## config.mk

```make
export PLATFORM = sky130hd
export DESIGN_NAME = icmp_echo_reply_classifier
export DESIGN_NICKNAME = d
export VERILOG_FILES = /design/src/design/icmp_er_pkg.sv /design/src/design/icmp_er_capture.sv /design/src/design/icmp_er_judge.sv /design/src/design/icmp_echo_reply_classifier.sv
export SDC_FILE = /design/constraint.sdc
export NUM_CORES = 1
export LEC_CHECK = 0
export BUFFER_PORTS_ARGS = -buffer_cell sky130_fd_sc_hd__buf_4
export CAP_MARGIN = 40
export CORE_UTILIZATION = 61
export DETAILED_ROUTE_END_ITERATION = 16
export HOLD_SLACK_MARGIN = 0.03
export PLACE_DENSITY = 0.8
export SYNTH_ARGS = -nofsm -noshare
export SYNTH_HDL_FRONTEND = slang
export SYNTH_SLANG_ARGS = --single-unit
export TNS_END_PERCENT = 100
```

## constraint.sdc

```tcl
create_clock -name clk -period 4.8 [get_ports clk]
set_clock_uncertainty 0.2 [all_clocks]
set_input_delay 0.48 -clock clk [delete_from_list [all_inputs] [get_ports clk]]
set_output_delay 0.48 -clock clk [all_outputs]
set_load 0.01 [all_outputs]
```

## src/design/icmp_er_pkg.sv

```systemverilog
// Package for the ICMP echo-reply classifier.
// Holds the verdict codes, protocol constants and the packet summary type.
// No dependencies.
`timescale 1ns / 1ps
`default_nettype none

package icmp_er_pkg;

  localparam int unsigned CountW = 16;
  localparam int unsigned HdrW   = 6;
  localparam int unsigned VerdW  = 3;

  localparam logic [VerdW-1:0] VERDICT_ACCEPT    = 3'd0;
  localparam logic [VerdW-1:0] VERDICT_NOT_ICMP  = 3'd1;
  localparam logic [VerdW-1:0] VERDICT_TOO_SHORT = 3'd2;
  localparam logic [VerdW-1:0] VERDICT_NOT_REPLY = 3'd3;
  localparam logic [VerdW-1:0] VERDICT_WRONG_ID  = 3'd4;

  localparam logic [7:0]        PROTO_ICMP      = 8'd1;
  localparam logic [7:0]        TYPE_ECHO_REPLY = 8'd0;
  localparam logic [CountW-1:0] MIN_IP_LEN      = 16'd20;
  localparam logic [6:0]        MIN_ICMP_LEN    = 7'd8;
  localparam logic [CountW-1:0] PROTO_OFFSET    = 16'd9;
  localparam logic [6:0]        IDENT_HI_OFFSET = 7'd4;
  localparam logic [6:0]        IDENT_LO_OFFSET = 7'd5;
  localparam logic [CountW-1:0] COUNT_MAX       = 16'hFFFF;

  // Packet fields as they stand after the current byte has been taken in.
  typedef struct packed {
    logic [CountW-1:0] len;
    logic [HdrW-1:0]   header_bytes;
    logic [7:0]        protocol;
    logic [7:0]        message_type;
    logic [15:0]       echo_ident;
  } pkt_fields_t;

endpackage

`default_nettype wire

```

## src/design/icmp_er_capture.sv

```systemverilog
// Per-packet field capture for the ICMP echo-reply classifier.
// Counts bytes and picks out header length, protocol, type and identifier.
// Depends on icmp_er_pkg.
`timescale 1ns / 1ps
`default_nettype none

module icmp_er_capture (
  input  wire logic                   clk,
  input  wire logic                   rst_n,
  input  wire logic                   step,
  input  wire logic [7:0]             data_byte,
  input  wire logic                   last,
  output icmp_er_pkg::pkt_fields_t    fields
);

  logic [icmp_er_pkg::CountW-1:0] byte_count_r, byte_count_nxt;
  logic [icmp_er_pkg::HdrW-1:0]   header_bytes_r, header_bytes_nxt;
  logic [7:0]                     protocol_r, protocol_nxt;
  logic [7:0]                     message_type_r, message_type_nxt;
  logic [15:0]                    echo_ident_r, echo_ident_nxt;
  logic [6:0]                     hb_ext;

  always_comb begin
    header_bytes_nxt = header_bytes_r;
    if (byte_count_r == '0) begin
      header_bytes_nxt = {data_byte[3:0], 2'b00};
    end
    hb_ext = {1'b0, header_bytes_nxt};

    protocol_nxt     = protocol_r;
    message_type_nxt = message_type_r;
    echo_ident_nxt   = echo_ident_r;
    if (byte_count_r == icmp_er_pkg::PROTO_OFFSET) begin
      protocol_nxt = data_byte;
    end
    if (byte_count_r == {9'd0, hb_ext}) begin
      message_type_nxt = data_byte;
    end
    if (byte_count_r == {9'd0, hb_ext + icmp_er_pkg::IDENT_HI_OFFSET}) begin
      echo_ident_nxt[15:8] = data_byte;
    end
    if (byte_count_r == {9'd0, hb_ext + icmp_er_pkg::IDENT_LO_OFFSET}) begin
      echo_ident_nxt[7:0] = data_byte;
    end

    // The count saturates, so very long packets still read as long.
    byte_count_nxt = byte_count_r;
    if (byte_count_r != icmp_er_pkg::COUNT_MAX) begin
      byte_count_nxt = byte_count_r + 16'd1;
    end
  end

  assign fields.len          = byte_count_nxt;
  assign fields.header_bytes = header_bytes_nxt;
  assign fields.protocol     = protocol_nxt;
  assign fields.message_type = message_type_nxt;
  assign fields.echo_ident   = echo_ident_nxt;

  always_ff @(posedge clk) begin
    if (!rst_n) begin
      byte_count_r   <= '0;
      header_bytes_r <= '0;
      protocol_r     <= '0;
      message_type_r <= '0;
      echo_ident_r   <= '0;
    end else if (step) begin
      if (last) begin
        byte_count_r   <= '0;
        header_bytes_r <= '0;
        protocol_r     <= '0;
        message_type_r <= '0;
        echo_ident_r   <= '0;
      end else begin
        byte_count_r   <= byte_count_nxt;
        header_bytes_r <= header_bytes_nxt;
        protocol_r     <= protocol_nxt;
        message_type_r <= message_type_nxt;
        echo_ident_r   <= echo_ident_nxt;
      end
    end
  end

endmodule

`default_nettype wire

```

## src/design/icmp_er_judge.sv

```systemverilog
// Verdict logic for the ICMP echo-reply classifier.
// Applies the checks in priority order to the captured packet fields.
// Depends on icmp_er_pkg.
`timescale 1ns / 1ps
`default_nettype none

module icmp_er_judge (
  input  wire icmp_er_pkg::pkt_fields_t fields,
  input  wire logic [15:0]             expected_id,
  output logic [icmp_er_pkg::VerdW-1:0] verdict
);

  logic [6:0] icmp_min_len;

  assign icmp_min_len = {1'b0, fields.header_bytes} + icmp_er_pkg::MIN_ICMP_LEN;

  always_comb begin
    if (fields.len < icmp_er_pkg::MIN_IP_LEN) begin
      verdict = icmp_er_pkg::VERDICT_TOO_SHORT;
    end else if (fields.protocol != icmp_er_pkg::PROTO_ICMP) begin
      verdict = icmp_er_pkg::VERDICT_NOT_ICMP;
    end else if (fields.len < {9'd0, icmp_min_len}) begin
      verdict = icmp_er_pkg::VERDICT_TOO_SHORT;
    end else if (fields.message_type != icmp_er_pkg::TYPE_ECHO_REPLY) begin
      verdict = icmp_er_pkg::VERDICT_NOT_REPLY;
    end else if (fields.echo_ident != expected_id) begin
      verdict = icmp_er_pkg::VERDICT_WRONG_ID;
    end else begin
      verdict = icmp_er_pkg::VERDICT_ACCEPT;
    end
  end

endmodule

`default_nettype wire

```

## src/design/icmp_echo_reply_classifier.sv

```systemverilog
// ICMP echo-reply classifier, top level.
// Usage: an IPv4 packet enters one byte per transaction on the in_ channel
// (in_data_byte, with in_last on the final byte), starting at the first byte
// of the IP header. For every packet exactly one verdict transaction leaves on
// the out_ channel after the final byte; other bytes produce nothing.
// Verdicts: 0 accept, 1 not ICMP, 2 too short, 3 not echo reply, 4 wrong id.
// The identifier to accept is written through cfg_wr_en / cfg_wr_data, first
// wire byte in bits 15:8; write it only while no packet is in flight.
// Timing: a byte that is accepted is held in the input register; its verdict
// (if final) is then loaded into the output register and shows on out_valid /
// out_verdict from then on. Throughput is one byte per cycle while in_stall is
// low, set by the single input-register-to-output-register pass.
// Stalls: the output register holds its verdict while out_stall is high. A
// non-final byte never waits on the output, so in_stall only rises when a
// final byte sits in the input register and the output register is still
// full and stalled.
// Reset (rst_n low, synchronous) empties both registers, clears the packet
// state and sets the expected identifier to zero.
// Depends on icmp_er_pkg, icmp_er_capture and icmp_er_judge.
`timescale 1ns / 1ps
`default_nettype none

module icmp_echo_reply_classifier (
  input  wire logic                          clk,
  input  wire logic                          rst_n,
  input  wire logic                          in_valid,
  output logic                               in_stall,
  input  wire logic [7:0]                    in_data_byte,
  input  wire logic                          in_last,
  output logic                               out_valid,
  input  wire logic                          out_stall,
  output logic [icmp_er_pkg::VerdW-1:0]      out_verdict,
  input  wire logic                          cfg_wr_en,
  input  wire logic [15:0]                   cfg_wr_data
);

  // Configured identifier.
  logic [15:0] expected_id_r;

  // Input register stage.
  logic       s1_valid_r;
  logic [7:0] s1_byte_r;
  logic       s1_last_r;

  // Output register stage.
  logic                          out_valid_r;
  logic [icmp_er_pkg::VerdW-1:0] out_verdict_r;

  logic                          out_free;
  logic                          s1_adv;
  logic                          s1_step;
  logic                          in_take;
  icmp_er_pkg::pkt_fields_t      fields;
  logic [icmp_er_pkg::VerdW-1:0] verdict;

  // The output slot is free when empty or when its verdict leaves this cycle.
  assign out_free = !out_valid_r || !out_stall;
  // A byte in the input register moves on unless it is final and the output
  // slot is occupied.
  assign s1_adv   = !s1_last_r || out_free;
  assign s1_step  = s1_valid_r && s1_adv;
  assign in_stall = s1_valid_r && !s1_adv;
  assign in_take  = in_valid && !in_stall;

  assign out_valid   = out_valid_r;
  assign out_verdict = out_verdict_r;

  always_ff @(posedge clk) begin
    if (!rst_n) begin
      expected_id_r <= '0;
    end else if (cfg_wr_en) begin
      expected_id_r <= cfg_wr_data;
    end
  end

  always_ff @(posedge clk) begin
    if (!rst_n) begin
      s1_valid_r <= 1'b0;
    end else if (!in_stall) begin
      s1_valid_r <= in_valid;
    end
  end

  always_ff @(posedge clk) begin
    if (in_take) begin
      s1_byte_r <= in_data_byte;
      s1_last_r <= in_last;
    end
  end

  icmp_er_capture u_capture (
    .clk       (clk),
    .rst_n     (rst_n),
    .step      (s1_step),
    .data_byte (s1_byte_r),
    .last      (s1_last_r),
    .fields    (fields)
  );

  icmp_er_judge u_judge (
    .fields      (fields),
    .expected_id (expected_id_r),
    .verdict     (verdict)
  );

  always_ff @(posedge clk) begin
    if (!rst_n) begin
      out_valid_r <= 1'b0;
    end else if (out_free) begin
      out_valid_r <= s1_step && s1_last_r;
    end
  end

  always_ff @(posedge clk) begin
    if (out_free && s1_step && s1_last_r) begin
      out_verdict_r <= verdict;
    end
  end

  // A final byte that moves on always lands a verdict in the output register.
  a_final_gives_verdict: assert property (@(posedge clk) disable iff (!rst_n)
    s1_step && s1_last_r |=> out_valid_r)
    else $error("final byte passed without a verdict");

  // Input backpressure only comes from a blocked final byte.
  a_stall_cause: assert property (@(posedge clk) disable iff (!rst_n)
    in_stall |-> s1_valid_r && s1_last_r && out_valid_r && out_stall)
    else $error("input stalled without a blocked final byte");

  // Only defined verdict codes leave the block.
  a_verdict_range: assert property (@(posedge clk) disable iff (!rst_n)
    out_valid_r |-> out_verdict_r <= icmp_er_pkg::VERDICT_WRONG_ID)
    else $error("undefined verdict code");

  // A non-final byte never creates a new verdict.
  a_no_spurious: assert property (@(posedge clk) disable iff (!rst_n)
    !out_valid_r && !(s1_step && s1_last_r) |=> !out_valid_r)
    else $error("verdict without a final byte");

endmodule

`default_nettype wire
```

==> results of run 1 <==
[state kept, by name, summed over array words and instances (netlist names)]
register / cells
u_capture.header_bytes_r: 6
s1_byte_r: 8
u_capture.protocol_r: 8
s1_last_r: 1
out_valid: 1
expected_id_r: 16
s1_valid_r: 1
out_verdict: 3
u_capture.message_type_r: 8
u_capture.echo_ident_r: 16
u_capture.byte_count_r: 16
[power groups by stage]
stage	Combinational (W)	Sequential, W	Clock (W)
CTS	0.000170	0.000755	0.000544
global placement	0.000166	0.000771	0
global route	0.000186	0.000758	0.000572
floorplan	0.000126	0.000756	0
finish	0.000172	0.000756	0.000539
detailed placement	0.000170	0.000771	0
[kinds of logic after synthesis]
| family | count (synthesis) | share of synthesized area |
|---|---|---|
| flops | 84 | 0.361 |
| buf+inv | 61 | 0.0499 |
| simple gates | 213 | 0.242 |
| compound gates | 128 | 0.180 |
| xor+xnor | 45 | 0.0790 |
| fa+ha+maj | 13 | 0.0326 |
| mux | 26 | 0.0552 |
[per-layer routing]
metal  GRT usage  vias to the layer above  share of wire
li1            -                     2084              -
met1       0.445                     2048           0.46
met2       0.476                      183           0.45
met3      0.0558                       27          0.066
met4       0.120                        0          0.022
met5           0                        -              0
[final cells by class]
| class | count | area, um^2 |
|---|---|---|
| multi-input combinational | 425 | 2940 |
| clock inverter | 4 | 35.0 |
| inverter | 23 | 86.3 |
| tap | 102 | 128 |
| timing repair buffer | 45 | 338 |
| clock buffer | 12 | 178 |
| sequential | 84 | 1800 |
| fill | 619 | 2300 |
[final timing paths]
kind                               from                    endpoint  depth (start not counted)
max           u_capture.byte_count_r[0]              out_verdict[2]                         16
min                     in_data_byte[5]                s1_byte_r[5]                          1
max reg2reg   u_capture.byte_count_r[0]              out_verdict[2]                         16
min reg2reg  u_capture.echo_ident_r[11]  u_capture.echo_ident_r[11]                          2
[metrics by stage]
stage                     setup slack (ns)  std cells   util  area [um^2]  hold WS, ns
after floorplan                      0.355        570      -         4990        0.254
after global placement               0.479        679  0.678         5290        0.270
after detailed placement             0.288        679  0.678         5290        0.280
after CTS                            0.259        695  0.705         5500       0.0849
after global routing                0.0852        695  0.705         5500       0.0739
final                                0.331        695  0.705         5500       0.0930
[Yosys cell counts, drive strengths merged, types with 4 or more instances]
master,number,area share
dfxtp,72,0.29
nor2b,60,0.075
nand2,37,0.028
a22oi,34,0.051
clkbuf,31,0.023
xnor2,28,0.049
nor2,26,0.020
o21ai,25,0.025
inv,23,0.017
mux2i,23,0.046
a21oi,18,0.018
nand3,17,0.017
xor2,17,0.030
nor3,15,0.016
nor4,14,0.024
ha,13,0.033
edfxtp,12,0.072
a31oi,9,0.011
a21boi,8,0.012
and3,8,0.010
and2,7,0.0088
buf,7,0.0093
nand4,7,0.0088
a211oi,5,0.0085
o22ai,5,0.0063
nand2b,4,0.0050
nor4b,4,0.0070
or4,4,0.0068
==> flow_summary.json, run 1 <==
{
  "die_h_um": 92.4,
  "dr_total_vias": 4342,
  "wl_mm": 12.9,
  "gp_congestion": 0.930,
  "p_int_w": 0.00107,
  "max_slew.worst_pin.slew_ns": 0.872,
  "p_switching_w": 0.000400,
  "p_leak_nw": 2.07,
  "async_reset_ff_frac": 0,
  "critPathRequiredTime_ns": 4.71,
  "seqPwrFrac": 0.515,
  "clk_path_buf_depth": 2,
  "cp_num_buf_inv": 3,
  "synth_cell_type_count": 66,
  "pwr-share-clk": 0.368,
  "grt_max_degree": 73,
  "ant_nets": 0,
  "cts_setup_buffers": 0,
  "max_freq_ghz": 0.224,
  "final_nets": 631,
  "totalNegativeSetupSlack_ns": 0,
  "io_pins": 35,
  "cts-root-buf": "clkbuf_8",
  "grt-ovfl-total": 0,
  "track_usage": 0.315,
  "rsz0062_at_grt": "false",
  "cts_buffers": 9,
  "crit_family": "compound AO/OA/AOI/OAI gates",
  "hpwl_mm": 9.20,
  "start_kind": "flip-flop",
  "synthCells": 570,
  "syn_nets": 613,
  "power_w": 0.00147,
  "cp_max_fo": 9,
  "relSlewSlack": 0.418,
  "critPathMaxStageDelay_ns": 0.42,
  "ys_seq_elements": 84,
  "swShare": 0.273,
  "hp-class": "in -> reg",
  "combPwrFrac": 0.117,
  "clock_latency_ns": 0.36,
  "path_clk_slew_ns": 0.10,
  "min_period_over_period": 0.931,
  "r2r_slack_ns": 0.33,
  "drive_gt1_frac": 0.130,
  "grt_pass1_vias": 4068,
  "die_w_um": 92.4,
  "critPathArrivalTime_ns": 4.38,
  "post_cts_resized": 0,
  "max_cap_violations": 0,
  "io_buffers": 34,
  "synth_area_um2": 4990,
  "dr.pass1.iters": 5,
  "finalHoldViolCount": 0,
  "grt_pass1_wl_mm": 20.6,
  "antenna_found_initial": 0,
  "status": "finished clean",
  "synth_edf_count": 12,
  "ys_warn_count": 0,
  "p_per_area_nw_per_um2": 267,
  "htree_levels": 3,
  "hold_buffers": 0,
  "critPathKind": "reg -> reg",
  "start_util": 0.639,
  "final_cell_mix": "dfxtp_1, nor2b_1, buf_4",
  "drtIter0Drc": 362,
  "setup_violations": 0,
  "cp_slowest_cell": "nor4b_1",
  "crit_path_end_kind": "flip-flop",
  "drc": 0,
  "rows": 32,
  "yosysSeqAreaShare": 0.361,
  "drt-wirelength-per-cell_um": 18.6,
  "core_area_um2": 7810,
  "post-route-min-period_ns": 4.47,
  "cts_tree": "yes",
  "drv_slew": 0,
  "antennaDiodeCount": 0,
  "areaGrowthSynthToFinish_pct": 10.3,
  "cts_sinks": 84,
  "ir_drop_mv": 0.204,
  "ys.flop_type": "dfxtp_1",
  "path_cells": "inv_1 > ha_1 > nor4b_1 > nand4_1 > buf_4 > and2_1 > ha_1 > a21oi_1 > mux4_2 > nor3_1 > a311oi_1 > a211oi_2 > buf_4 > mux2i_1 > o22ai_1 > o41a_1",
  "dieArea_um2": 8540,
  "viasPerCell": 6.25,
  "postSynthAreaPerCell_um2": 8.75,
  "final_common_cell": "dfxtp_1"
}
(Power assumes the default switching activity.)
==> run 2, diff against run 1 <==
- CORE_MARGIN: not set -> 4
==> run 2 against run 1 <==
Cell count rose by 0.43%. Sequential cell count unchanged. Utilization increased by 0.10 points. Total power grew 0.30%. Count of clock-buffer cells in the layout stayed put. First-iteration DRC count is 8.3% lower. Maximum frequency grew 1.8%. Routed wire length down 1.1%. Cell area grew 0.66%. Setup slack better by 0.078 ns. Critical path depth did not move. Die area grew 13%. Highest routed layer unchanged.
==> flow_summary.json, run 2 (synthesis gave the netlist of run 1 again) <==
{
  "path_clk_slew_ns": 0.09,
  "holdWs_ns": 0.0926,
  "viasPerCell": 6.28,
  "drive_gt1_frac": 0.136,
  "cp_max_fo": 12,
  "clk_path_buf_depth": 2,
  "cts-root-buf": "clkbuf_8",
  "swShare": 0.274,
  "post-route-min-period_ns": 4.39,
  "grt_pass1_wl_mm": 21.0,
  "max_cap_violations": 0,
  "power_w": 0.00147,
  "relSlewSlack": 0.505,
  "areaGrowthSynthToFinish_pct": 11.1,
  "final_common_cell": "dfxtp_1",
  "max_freq_ghz": 0.228,
  "status": "finished clean",
  "critPathKind": "reg -> reg",
  "ir_drop_mv": 0.195,
  "totalNegativeSetupSlack_ns": 0,
  "crit_path_end_kind": "flip-flop",
  "critPathArrivalTime_ns": 4.31,
  "drv_slew": 0,
  "final_cells": 698,
  "final_nets": 634,
  "p_leak_nw": 2.09,
  "dr_total_vias": 4382,
  "setup_violations": 0,
  "antenna_found_initial": 0,
  "track_usage": 0.267,
  "ant_nets": 0,
  "dr.pass1.iters": 6,
  "grt_max_degree": 73,
  "seqPwrFrac": 0.513,
  "gp_congestion": 0.955,
  "drc": 0,
  "io_pins": 35,
  "grt-ovfl-total": 0,
  "start_kind": "flip-flop",
  "die_h_um": 98.4,
  "dpl-instance-area_um2": 5300,
  "finalHoldViolCount": 0,
  "max_slew.worst_pin.slew_ns": 0.741,
  "antennaDiodeCount": 0,
  "hpwl_mm": 9.17,
  "dpl.cell_count": 679,
  "cts_tree": "yes",
  "rows": 32,
  "htree_levels": 3,
  "final_cell_mix": "dfxtp_1, nor2b_1, buf_4",
  "drtIter0Drc": 332,
  "die_w_um": 98.4,
  "wl_mm": 12.8,
  "cts_sinks": 84,
  "clock_latency_ns": 0.36,
  "p_int_w": 0.00107,
  "pwr-share-clk": 0.368,
  "p_per_area_nw_per_um2": 266,
  "p_switching_w": 0.000403,
  "drt-wirelength-per-cell_um": 18.3,
  "combPwrFrac": 0.119,
  "dieArea_um2": 9690,
  "hold_buffers": 0,
  "min_period_over_period": 0.915,
  "grt_pass1_vias": 4146,
  "core_area_um2": 7850,
  "rsz0062_at_grt": "false",
  "critPathRequiredTime_ns": 4.72,
  "reg.largest.list": "expected_id_r (16), u_capture.byte_count_r (16), u_capture.echo_ident_r (16)",
  "stdcell_area_um2": 5540,
  "io_buffers": 34,
  "hp-class": "in -> reg",
  "start_util": 0.636,
  "cts_buffers": 9
}
==> run 2: cell types whose count changed in the layout (fill, tap and decap cells not counted), sizes merged <==
cell	previous run	this run
buf	45	48
==> run 2: area by class of cell <==
type	count	area, um^2
Sequential cell	84	1800
Multi-Input combinational cell	425	2940
Clock inverter	4	35.0
Clock buffer	12	178
Tap cell	102	128
Timing Repair Buffer	48	368
Inverter	23	86.3
Fill cell	634	2310
==> run 2: metrics by stage <==
stage / util / worst slack (ns)
after floorplan: - / 0.355
after detailed placement: 0.675 / 0.00405
final: 0.706 / 0.408
after CTS: 0.702 / 0.00483
after global routing: 0.706 / 0.142
after global placement: 0.673 / 0.376
==> run 2: power by group through the flow <==
stage | registers [W] | logic, W | clock network [W]
finish | 0.000754 | 0.000176 | 0.000541
global route | 0.000756 | 0.000192 | 0.000575
detailed placement | 0.000769 | 0.000171 | 0
global placement | 0.000771 | 0.000164 | 0
CTS | 0.000753 | 0.000172 | 0.000546
floorplan | 0.000756 | 0.000126 | 0
==> run 2: path summary, 6_finish.rpt <==
check / from / endpoint / slack [ns] / depth (start not counted)
setup / recovery: u_capture.byte_count_r[1] / out_verdict[2] / 0.41 / 16
hold / removal: in_data_byte[0] / s1_byte_r[0] / 0.09 / 1
setup reg to reg: u_capture.byte_count_r[1] / out_verdict[2] / 0.41 / 16
hold reg to reg: u_capture.echo_ident_r[15] / u_capture.echo_ident_r[15] / 0.29 / 2
==> run 2: critical path: stages, from the launching register on <==
cell	delay (ns)
dfxtp_1	0.53
inv_1	0.13
ha_1	0.22
nor4b_2	0.17
and4_4	0.27
nand2_1	0.10
nand2_1	0.17
ha_1	0.30
a21oi_1	0.29
mux4_2	0.35
nor3_1	0.15
a311oi_1	0.08
a211oi_2	0.25
buf_4	0.21
mux2i_1	0.21
o22ai_1	0.10
o41a_1	0.42
==> run 2: what timing repair did <==
action,4_1_cts,5_1_grt
buffers inserted,0,3
endpoints found under the setup margin,0,17
gates resized for setup,0,2
==> run 2: per-layer routing <==
metal  global-route usage  routed length (um)  vias to the layer above  part of all wire
li1                     -                   -                     2094                 -
met5                    0                   0                        -                 0
met2                0.409                5710                      159              0.45
met3               0.0410                 850                       25             0.066
met4               0.0893                 254                        0             0.020
met1                0.385                5980                     2104              0.47
==> run 3, diff against run 2 <==
- MAX_ROUTING_LAYER: not set -> met4
- TNS_END_PERCENT: 100 -> 5
==> run 3 against run 2 <==
Routed wire length increased by 1.5%. Register-to-register slack got worse by 0.04 ns. Clock power decreased by 0.9%. Maximum frequency decreased by 0.99%. First-iteration DRC count increased by 14%. Sequential cell count unchanged. Sequential share of layout area about the same. Cell area about the same. Via count increased by 0.43%.
==> flow_summary.json, run 3 (synthesis gave the netlist of run 1 again) <==
{
  "finalHoldViolCount": 0,
  "track_usage": 0.278,
  "path_cells": "inv_1 > ha_1 > nor4b_2 > nand4_1 > buf_4 > nand2_1 > nand2_1 > ha_1 > xor2_1 > o21ai_0 > o21ai_1 > or4_4 > a2111oi_4 > and3_1 > o21ai_1 > o41a_1",
  "grt-ovfl-total": 0,
  "min_period_over_period": 0.924,
  "die_w_um": 98.4,
  "rows": 32,
  "critPathKind": "reg -> reg",
  "p_leak_nw": 2.09,
  "r2r_slack_ns": 0.36,
  "rsz0062_at_grt": "false",
  "cts_tree": "yes",
  "rr_startpoint": "u_capture.byte_count_r[1]",
  "p_int_w": 0.00107,
  "io_buffers": 34,
  "pwr-share-clk": 0.366,
  "ir_drop_mv": 0.212,
  "start_kind": "flip-flop",
  "p_switching_w": 0.000398,
  "dpl-instance-area_um2": 5310,
  "max_cap_violations": 0,
  "io_pins": 35,
  "ant_nets": 0,
  "core_area_um2": 7850,
  "cp_slowest_cell": "or4_4",
  "dieArea_um2": 9690,
  "drtIter0Drc": 377,
  "critPathMaxStageDelay_ns": 0.52,
  "min_delay_path_depth": 1,
  "areaGrowthSynthToFinish_pct": 11.0,
  "swShare": 0.272,
  "reg.largest.list": "expected_id_r (16), u_capture.byte_count_r (16), u_capture.echo_ident_r (16)",
  "grt_max_degree": 73,
  "stdcell_area_um2": 5540,
  "htree_levels": 3,
  "hp-class": "in -> reg",
  "hpwl_mm": 9.38,
  "final_cell_mix": "dfxtp_1, nor2b_1, buf_4",
  "max_slew.worst_pin.slew_ns": 0.755,
  "crit_path_end_kind": "flip-flop",
  "p_per_area_nw_per_um2": 265,
  "critPathRequiredTime_ns": 4.72,
  "die_h_um": 98.4,
  "drt-wirelength-per-cell_um": 18.6,
  "drc": 0,
  "grt_pass1_wl_mm": 21.4,
  "cts_buffers": 9,
  "power_w": 0.00147,
  "wl_mm": 13.0,
  "postLayoutCoreUtil": 0.706,
  "dr_total_vias": 4401,
  "fill_cells": 637,
  "relSlewSlack": 0.496,
  "clk_path_buf_depth": 2,
  "setup_ws_ns": 0.365,
  "seqPwrFrac": 0.515,
  "worstHoldStart": "in_data_byte[7]",
  "start_util": 0.636,
  "dr.pass1.iters": 6,
  "r2r-end": "out_verdict[2]",
  "grt_pass1_vias": 4240,
  "reg2regPathDepth": 16,
  "drive_gt1_frac": 0.136,
  "cts-root-buf": "clkbuf_8",
  "post-route-min-period_ns": 4.44,
  "pre_cts_ws_ns": 0.275,
  "viasPerCell": 6.31,
  "antenna_found_initial": 0,
  "final_nets": 633,
  "min_to": "s1_byte_r[7]",
  "multi_input_area_um2": 2950,
  "max_freq_ghz": 0.225,
  "gp_congestion": 0.975,
  "seq_area_um2": 1800,
  "path_clk_slew_ns": 0.10,
  "antennaDiodeCount": 0,
  "critPathArrivalTime_ns": 4.36,
  "cp_max_fo": 9,
  "cts_sinks": 84,
  "clock_latency_ns": 0.36,
  "drv_slew": 0,
  "totalNegativeSetupSlack_ns": 0,
  "status": "finished clean",
  "combPwrFrac": 0.120,
  "final_common_cell": "dfxtp_1",
  "setup_violations": 0
}
==> run 3: worst max-delay path: cells and delay by family (launching register included) <==
family	cells	cell delay [ns]
buffers and inverters	2	0.37
AND/OR/NAND/NOR	6	1.45
AO/OA/AOI/OAI	5	1.11
XOR/XNOR	1	0.17
flip-flops	1	0.41
adder cells (fa/ha/maj)	2	0.48
==> run 3: repair_timing <==
action / 4_1_cts / 5_1_grt
hold buffers: 0 / 0
gates resized for setup: 0 / 3
endpoints found under the setup margin: 0 / 7
setup buffers: 0 / 0
==> run 3: power groups by stage <==
stage          Sequential, W  Clock [W]  Combinational, W
5_1_grt             0.000756   0.000569          0.000193
4_1_cts             0.000754   0.000542          0.000173
3_3_place_gp        0.000771          0          0.000165
2_1_floorplan       0.000756          0          0.000126
3_5_place_dp        0.000770          0          0.000172
6_report            0.000754   0.000536          0.000175
==> run 3: final cells by class <==
| type | instances | share of cell area |
|---|---|---|
| clock inverter | 4 | 0.00633 |
| multi-input combinational | 425 | 0.532 |
| inverter | 23 | 0.0156 |
| sequential | 84 | 0.325 |
| timing repair buffer | 47 | 0.0651 |
| tap | 102 | 0.0231 |
| clock buffer | 12 | 0.0321 |
==> run 3: how the worst max path moves through the flow <==
stage                              startpoint                        end
floorplan           u_capture.byte_count_r[0]             out_verdict[2]
global placement    u_capture.byte_count_r[1]             out_verdict[2]
detailed placement  u_capture.byte_count_r[1]             out_verdict[2]
CTS                 u_capture.byte_count_r[1]             out_verdict[2]
global route        u_capture.byte_count_r[1]  u_capture.echo_ident_r[8]
finish              u_capture.byte_count_r[1]             out_verdict[2]
==> run 3: layer usage <==
metal  share of wire  up-vias  GRT usage  routed length [um]
met2            0.44      212      0.396                5720
met3           0.083       25     0.0453                1080
li1                -     2083          -                   -
met4           0.018        0     0.0819                 231
met1            0.46     2081      0.407                5960
met5               0        -          -                   0
==> run 3: metrics by stage <==
stage,cells,hold WS [ns]
final,697,0.0888
after global routing,697,0.0840
after CTS,697,0.0797
after detailed placement,681,0.285
after global placement,680,0.269
after floorplan,570,0.254
